**src/design/dpc_pkg.sv**
```systemverilog
// Types and constants shared by the preamble correlator files.
// No dependencies.
package dpc_pkg;

	localparam int COEF_W      = 16;
	localparam int FIELD_W     = 16;
	localparam int ACC_W       = 32;
	localparam int PROD_W      = 64;
	localparam int POW_W       = 48;
	localparam int IDX_W       = 5;
	localparam int POS_W       = 2;
	localparam int TAP_SHIFT   = 14;
	localparam int DIFF_SHIFT  = 11;
	localparam int POWER_SHIFT = 16;

	typedef enum logic {
		ACT_SAMPLE = 1'b0,
		ACT_COEF   = 1'b1
	} action_t;

	typedef struct packed {
		action_t                    action;
		logic signed [FIELD_W-1:0]  sample_re;
		logic signed [FIELD_W-1:0]  sample_im;
		logic        [IDX_W-1:0]    coef_index;
		logic signed [COEF_W-1:0]   coef_re;
		logic signed [COEF_W-1:0]   coef_im;
	} in_word_t;

	typedef struct packed {
		logic                       detected;
		logic        [POW_W-1:0]    peak_power;
		logic signed [ACC_W-1:0]    peak_re;
		logic signed [ACC_W-1:0]    peak_im;
		logic        [POS_W-1:0]    peak_position;
	} out_word_t;

	typedef enum logic [3:0] {
		ST_IDLE,
		ST_SETTLE,
		ST_MUL,
		ST_ACC,
		ST_MAN,
		ST_SQR,
		ST_POW,
		ST_THR,
		ST_SEARCH,
		ST_DONE,
		ST_OUT
	} state_t;

endpackage

```
**src/design/dpc_cell.sv**
```systemverilog
// One tap cell: a symbol's worth of delay line, one preamble coefficient,
// the tap product and the running group sum. Depends on dpc_pkg.
module dpc_cell import dpc_pkg::*; #(
	parameter int SPS   = 4,
	parameter int SW    = 16,
	parameter bit FIRST = 1'b0
) (
	input  logic                      clk,
	input  logic                      arst_n,
	input  logic                      shift_en,
	input  logic signed [SW-1:0]      smp_re_in,
	input  logic signed [SW-1:0]      smp_im_in,
	output logic signed [SW-1:0]      tap_re,
	output logic signed [SW-1:0]      tap_im,
	input  logic                      coef_we,
	input  logic signed [COEF_W-1:0]  coef_re,
	input  logic signed [COEF_W-1:0]  coef_im,
	input  logic signed [ACC_W-1:0]   acc_re_in,
	input  logic signed [ACC_W-1:0]   acc_im_in,
	output logic signed [ACC_W-1:0]   acc_re,
	output logic signed [ACC_W-1:0]   acc_im
);

	localparam int PW = COEF_W + SW + 1;

	logic signed [SW-1:0]     line_re_q [SPS];
	logic signed [SW-1:0]     line_im_q [SPS];
	logic signed [COEF_W-1:0] coef_re_q, coef_im_q;
	logic signed [ACC_W-1:0]  prod_re_q, prod_im_q;
	logic signed [ACC_W-1:0]  acc_re_q, acc_im_q;
	logic signed [PW-1:0]     pr, pi, prs, pis;
	logic signed [ACC_W-1:0]  base_re, base_im;

	always_ff @(posedge clk or negedge arst_n) begin
		if (!arst_n) begin
			for (int j = 0; j < SPS; j++) begin
				line_re_q[j] <= '0;
				line_im_q[j] <= '0;
			end
		end else if (shift_en) begin
			line_re_q[0] <= smp_re_in;
			line_im_q[0] <= smp_im_in;
			for (int j = 1; j < SPS; j++) begin
				line_re_q[j] <= line_re_q[j-1];
				line_im_q[j] <= line_im_q[j-1];
			end
		end
	end

	assign tap_re = line_re_q[SPS-1];
	assign tap_im = line_im_q[SPS-1];

	always_ff @(posedge clk) begin
		if (coef_we) begin
			coef_re_q <= coef_re;
			coef_im_q <= coef_im;
		end
	end

	always_comb begin
		pr  = PW'(coef_re_q) * PW'(tap_re) - PW'(coef_im_q) * PW'(tap_im);
		pi  = PW'(coef_re_q) * PW'(tap_im) + PW'(coef_im_q) * PW'(tap_re);
		prs = pr >>> TAP_SHIFT;
		pis = pi >>> TAP_SHIFT;
	end

	assign base_re = FIRST ? '0 : acc_re_in;
	assign base_im = FIRST ? '0 : acc_im_in;

	always_ff @(posedge clk) begin
		prod_re_q <= ACC_W'(prs);
		prod_im_q <= ACC_W'(pis);
		acc_re_q  <= base_re + prod_re_q;
		acc_im_q  <= base_im + prod_im_q;
	end

	assign acc_re = acc_re_q;
	assign acc_im = acc_im_q;

endmodule

```
**config.mk**
```make
export PLATFORM = sky130hd
export DESIGN_NAME = dpc_cell
export DESIGN_NICKNAME = d
export VERILOG_FILES = /design/src/design/dpc_pkg.sv /design/src/design/dpc_cell.sv
export SDC_FILE = /design/constraint.sdc
export NUM_CORES = 2
export LEC_CHECK = 0
export ABC_AREA = 1
export BUFFER_PORTS_ARGS = -buffer_cell sky130_fd_sc_hd__buf_2
export CAP_MARGIN = 20
export CORE_MARGIN = 4
export CORE_UTILIZATION = 46
export CTS_CLUSTER_SIZE = 24
export DETAILED_ROUTE_END_ITERATION = 6
export SETUP_SLACK_MARGIN = 0.2
export SYNTH_ARGS = -nofsm -noshare
export SYNTH_HDL_FRONTEND = slang
export SYNTH_SLANG_ARGS = --single-unit
```
**constraint.sdc**
```tcl
create_clock -name clk -period 6.3 [get_ports clk]
set_clock_uncertainty 0.15 [all_clocks]
set_input_delay 0.315 -clock clk [delete_from_list [all_inputs] [get_ports clk]]
set_output_delay 0.315 -clock clk [all_outputs]
set_load 0.01 [all_outputs]
```
Yosys cells after proc, flatten, opt, wreduce, memory -nomap -nowiden

Cells that the tools add are included.

Register bits: 262
Output and inout bits: 96

Multipliers: 4
Add/sub/neg operators: 4

Operators with widths:

| kind                         | number |
|---|---|
| multiplier 16 x 16 -> 32 bit | 4 |
| adder 32 x 19 -> 32 bit      | 2 |
| adder 32 x 32 -> 33 bit      | 1 |
| subtractor 32 x 32 -> 33 bit | 1 |

Longest topological paths before layout

Depth after elaboration: 2
Depth in mapped cells: 32

Worst setup path before layout

OpenSTA, ideal clock, no wires.

Kind: register to register
From: reg coef_im_q[15]
To: reg prod_re_q[18] (netlist name)
Required time: 6038 ps
Stages on the path, launching flop included: 27
Setup slack: -630 ps
Arrival time: 6668 ps
Library setup time: 112 ps
Clock period less this slack: 6930 ps
Path through: edfxtp_1 clkbuf_1 nand2_1 inv_1 fa_1 inv_1 fa_1 inv_1 fa_1 inv_1 fa_1 fa_1 fa_1 fa_1 inv_1 fa_1 inv_1 ha_1 nand2_1 inv_1 a21oi_1 a21boi_0 nand2_2 a21oi_1 inv_1 nand2_1 nand2_1

Cells in the longest elaborated chain, start to end: 2

Ends and longest elaborated chain:

| item                         | line           | source |
|---|---|---|
| start: declaration           | dpc_cell.sv:28 | `logic signed [COEF_W-1:0] coef_re_q, coef_im_q;` |
| start signal: assignment     | dpc_cell.sv:56 | `coef_im_q <= coef_im;` |
| multiplier 16 x 16 -> 32 bit | dpc_cell.sv:61 | `pr = PW'(coef_re_q) * PW'(tap_re) - PW'(coef_im_q) * PW'(tap_im);` |
| subtractor 32 x 32 -> 33 bit | dpc_cell.sv:61 |  |
| via pr[32]                   | dpc_cell.sv:31 | `logic signed [PW-1:0] pr, pi, prs, pis;` |

The timed path passes the listed nets, and every way through them passes these cells.
A chain may end at the register's enable or synchronous reset.

Worst setup path in the final report

From: reg coef_im_q[15]
To: reg prod_re_q[18] (netlist name)

Cells in the longest elaborated chain, start to end: 2

Ends and longest elaborated chain:

| item                         | line |
|---|---|
| multiplier 16 x 16 -> 32 bit | dpc_cell.sv:61 |
| subtractor 32 x 32 -> 33 bit | dpc_cell.sv:61 |
| via pr[32]                   | dpc_cell.sv:31 |

The timed path passes the listed nets, and every way through them passes these cells.

==> results.json <==
{
  "worst_path_max_delay_cell": "fa_2",
  "rsz0062_at_grt": "yes",
  "start_util_pct": 46.2,
  "start_kind": "flip-flop",
  "final_antenna_net_count": 0,
  "max_slew_margin_pct": 24.4,
  "critPathKind": "reg2reg",
  "place_ws_ps": -623,
  "clock_path_buffers": 3,
  "drv_slew": 0,
  "timing.rr.start": "coef_im_q[15]$_DFFE_PP_",
  "async_reset_ff_share_pct": 48.9,
  "end_kind": "flip-flop",
  "setup_viol": 38,
  "core_area_um2": 116000,
  "nets": 8959,
  "worstMarginPinSlew_ps": 1130,
  "wl_per_cell_um": 17.0,
  "first_global_vias": 45200,
  "cts.sinks": 262,
  "grt_pass1_wl_um": 245000,
  "ys_warn_count": 0,
  "clock_latency_ps": 650,
  "die_x_um": 350,
  "vias": 42600,
  "fmax_mhz": 147,
  "cts_max_level": 1,
  "io-pin-count": 228,
  "drv_cap": 0,
  "die_h_um": 350,
  "rows": 125,
  "wl_met1_um": 67300,
  "via_per_inst": 4.81,
  "cp_max_fo": 6,
  "synth.top_cells.by_count": "inv_1 (2026), nand2_1 (1454), fa_1 (1174)",
  "drt_iter0_drc": 2716,
  "avgSynthCellArea_um2": 8.24,
  "startpoint": "coef_im_q[15]$_DFFE_PP_",
  "required_ps": 6680,
  "syn-num-nets": 8184,
  "violations": "setup timing",
  "port_buffers": 227,
  "cts-buffers-inserted": 31,
  "slowest_delay_ps": 620,
  "synth_top_flop_cell": "dfrtp_1",
  "synth_area_um2": 53700,
  "worstPathArrival_ps": 7170,
  "place_congestion": 0.913,
  "drive_above_1_share_pct": 19.4,
  "synth_seq_area_share_pct": 11.6,
  "dieArea_um2": 122000,
  "wl_met3_um": 8050,
  "antenna_found_initial": 3,
  "yosysMostFrequentCell": "inv_1",
  "worst_slack_ps": -493,
  "cts_tree": "built",
  "min-delay-start": "acc_re_in[14]",
  "yosys.area.top_type": "fa_1",
  "hold_viol": 0,
  "top_layer_used": "met4",
  "clk_pin_slew_ps": 60,
  "hold_path_class": "in2reg",
  "cts-root-buf": "clkbuf_16",
  "grt_max_degree": 138,
  "route.met2.wl_um": 70700,
  "grt_usage_pct": 25.7,
  "drt-total-wl_um": 151000,
  "synthTopCellsByArea": "fa_1 (44%), inv_1 (14%), nand2_1 (10%), ha_1 (8.5%), dfrtp_1 (6.0%)",
  "period_needed_ps": 6790,
  "synth-edff-count": 32,
  "overflow": 0,
  "ys_seq_elements": 262,
  "status": "finished, violations left",
  "yosysUniqueCellTypes": 40,
  "min_period_over_period_pct": 108,
  "synth_top_area_share_pct": 43.8,
  "synthCells": 6514,
  "dp_hpwl_um": 125000,
  "area_growth_pct": 23.8,
  "drcViolationCount": 0,
  "firstDrtPassIters": 5
}
-- through the flow --
step                setup TNS [ps]  cells  util (%)  instance area, um^2  hold slack (ps)
floorplan                    -3400   6514         -                54600             -131
global placement            -15850   8557      53.1                61700              235
detailed placement          -17830   8557      53.1                61700              232
CTS                         -15330   8821      56.5                65600             1.55
global route                -23290   8838      57.2                66400             31.3
finish                      -14970   8839      57.2                66400             41.5
-- flip-flops by register name, indices dropped and copies added (netlist names) --
| signal | cells |
|---|---|
| acc_im | 32 |
| acc_re | 32 |
| coef_im_q | 16 |
| coef_re_q | 16 |
| line_im_q | 48 |
| line_re_q | 48 |
| prod_im_q | 19 |
| prod_re_q | 19 |
| tap_im | 16 |
| tap_re | 16 |
-- critical path, delay by kind of cell, from the launching register on --
kind / cells / cell delay (ps)
adders and majority gates: 9 / 4540
buffers and inverters: 12 / 930
and+or+nand+nor: 8 / 580
DFF: 1 / 420
AOI/OAI and AO/OA: 1 / 40
-- placed cells by master (no fill, tap or decap), drive strengths merged, types with 2 or more instances in the layout --
cell	count
a21boi	9
a21o	25
a21oi	184
a31oi	16
buf	900
bufinv	3
clkbuf	40
clkinv	11
clkinvlp	5
dfrtp	128
dfxtp	102
dlygate4sd3	122
edfxtp	32
fa	1174
ha	364
inv	2026
mux2	2
nand2	1455
nand2b	3
nand3	97
nand3b	5
nand4	15
nor2	266
nor3	23
nor4	5
o211ai	11
o21a	6
o21ai	138
o21bai	18
or2	21
xnor2	23
xor2	81
-- final timing paths --
| path | endpoint | slack (ps) | depth (start not counted) |
|---|---|---|---|
| worst min-delay path | acc_re[14]$_DFF_P_ | 40 | 3 |
| min in group asynchronous | line_im_q[59]$_DFFE_PN0P_ | 110 | 2 |
| max in group asynchronous | tap_re[8]$_DFFE_PN0P_ | 4620 | 3 |
| worst max register to register | prod_re_q[18]$_DFF_P_ | -490 | 30 |
| worst max-delay path | prod_re_q[18]$_DFF_P_ | -490 | 30 |
| worst min register to register | acc_im[0]$_DFF_P_ | 310 | 1 |
-- metal layers --
layer	global-route usage [%]	vias to the layer above
met5	0	-
met4	6.68	0
met3	2.31	198
met2	42.0	1094
met1	37.0	21300
li1	-	20000
-- final cells by class --
cell class	count	area [um^2]
Inverter	2026	7630
Tap cell	1524	1910
Fill cell	10600	49600
Multi-Input combinational cell	3945	40700
Clock inverter	19	189
Timing Repair Buffer	1023	8920
Clock buffer	39	837
Sequential cell	262	6220
Antenna cell	1	2.50
-- logic make-up after synthesis --
kind of cell	share of synthesized area (%)
adders and majority gates	52.3
and+or+nand+nor	13.8
xor gates and xnor gates	1.70
buffers and inverters	16.4
AOI/OAI and AO/OA	4.26
DFF	11.6
muxes	0.0420
-- timing repair --
action                                 in CTS  in global routing
endpoints found under the hold margin     194                  0
buffers inserted                           83                 16
cloned                                      1                  1
pin swaps                                 147                116
setup endpoints to repair                  38                 38
hold buffers                              122                  0
resized for setup                         285                199
Power is left out: the tool's default activity adds up to more than one toggle a clock period on the data nets, which glitch-free logic cannot reach.
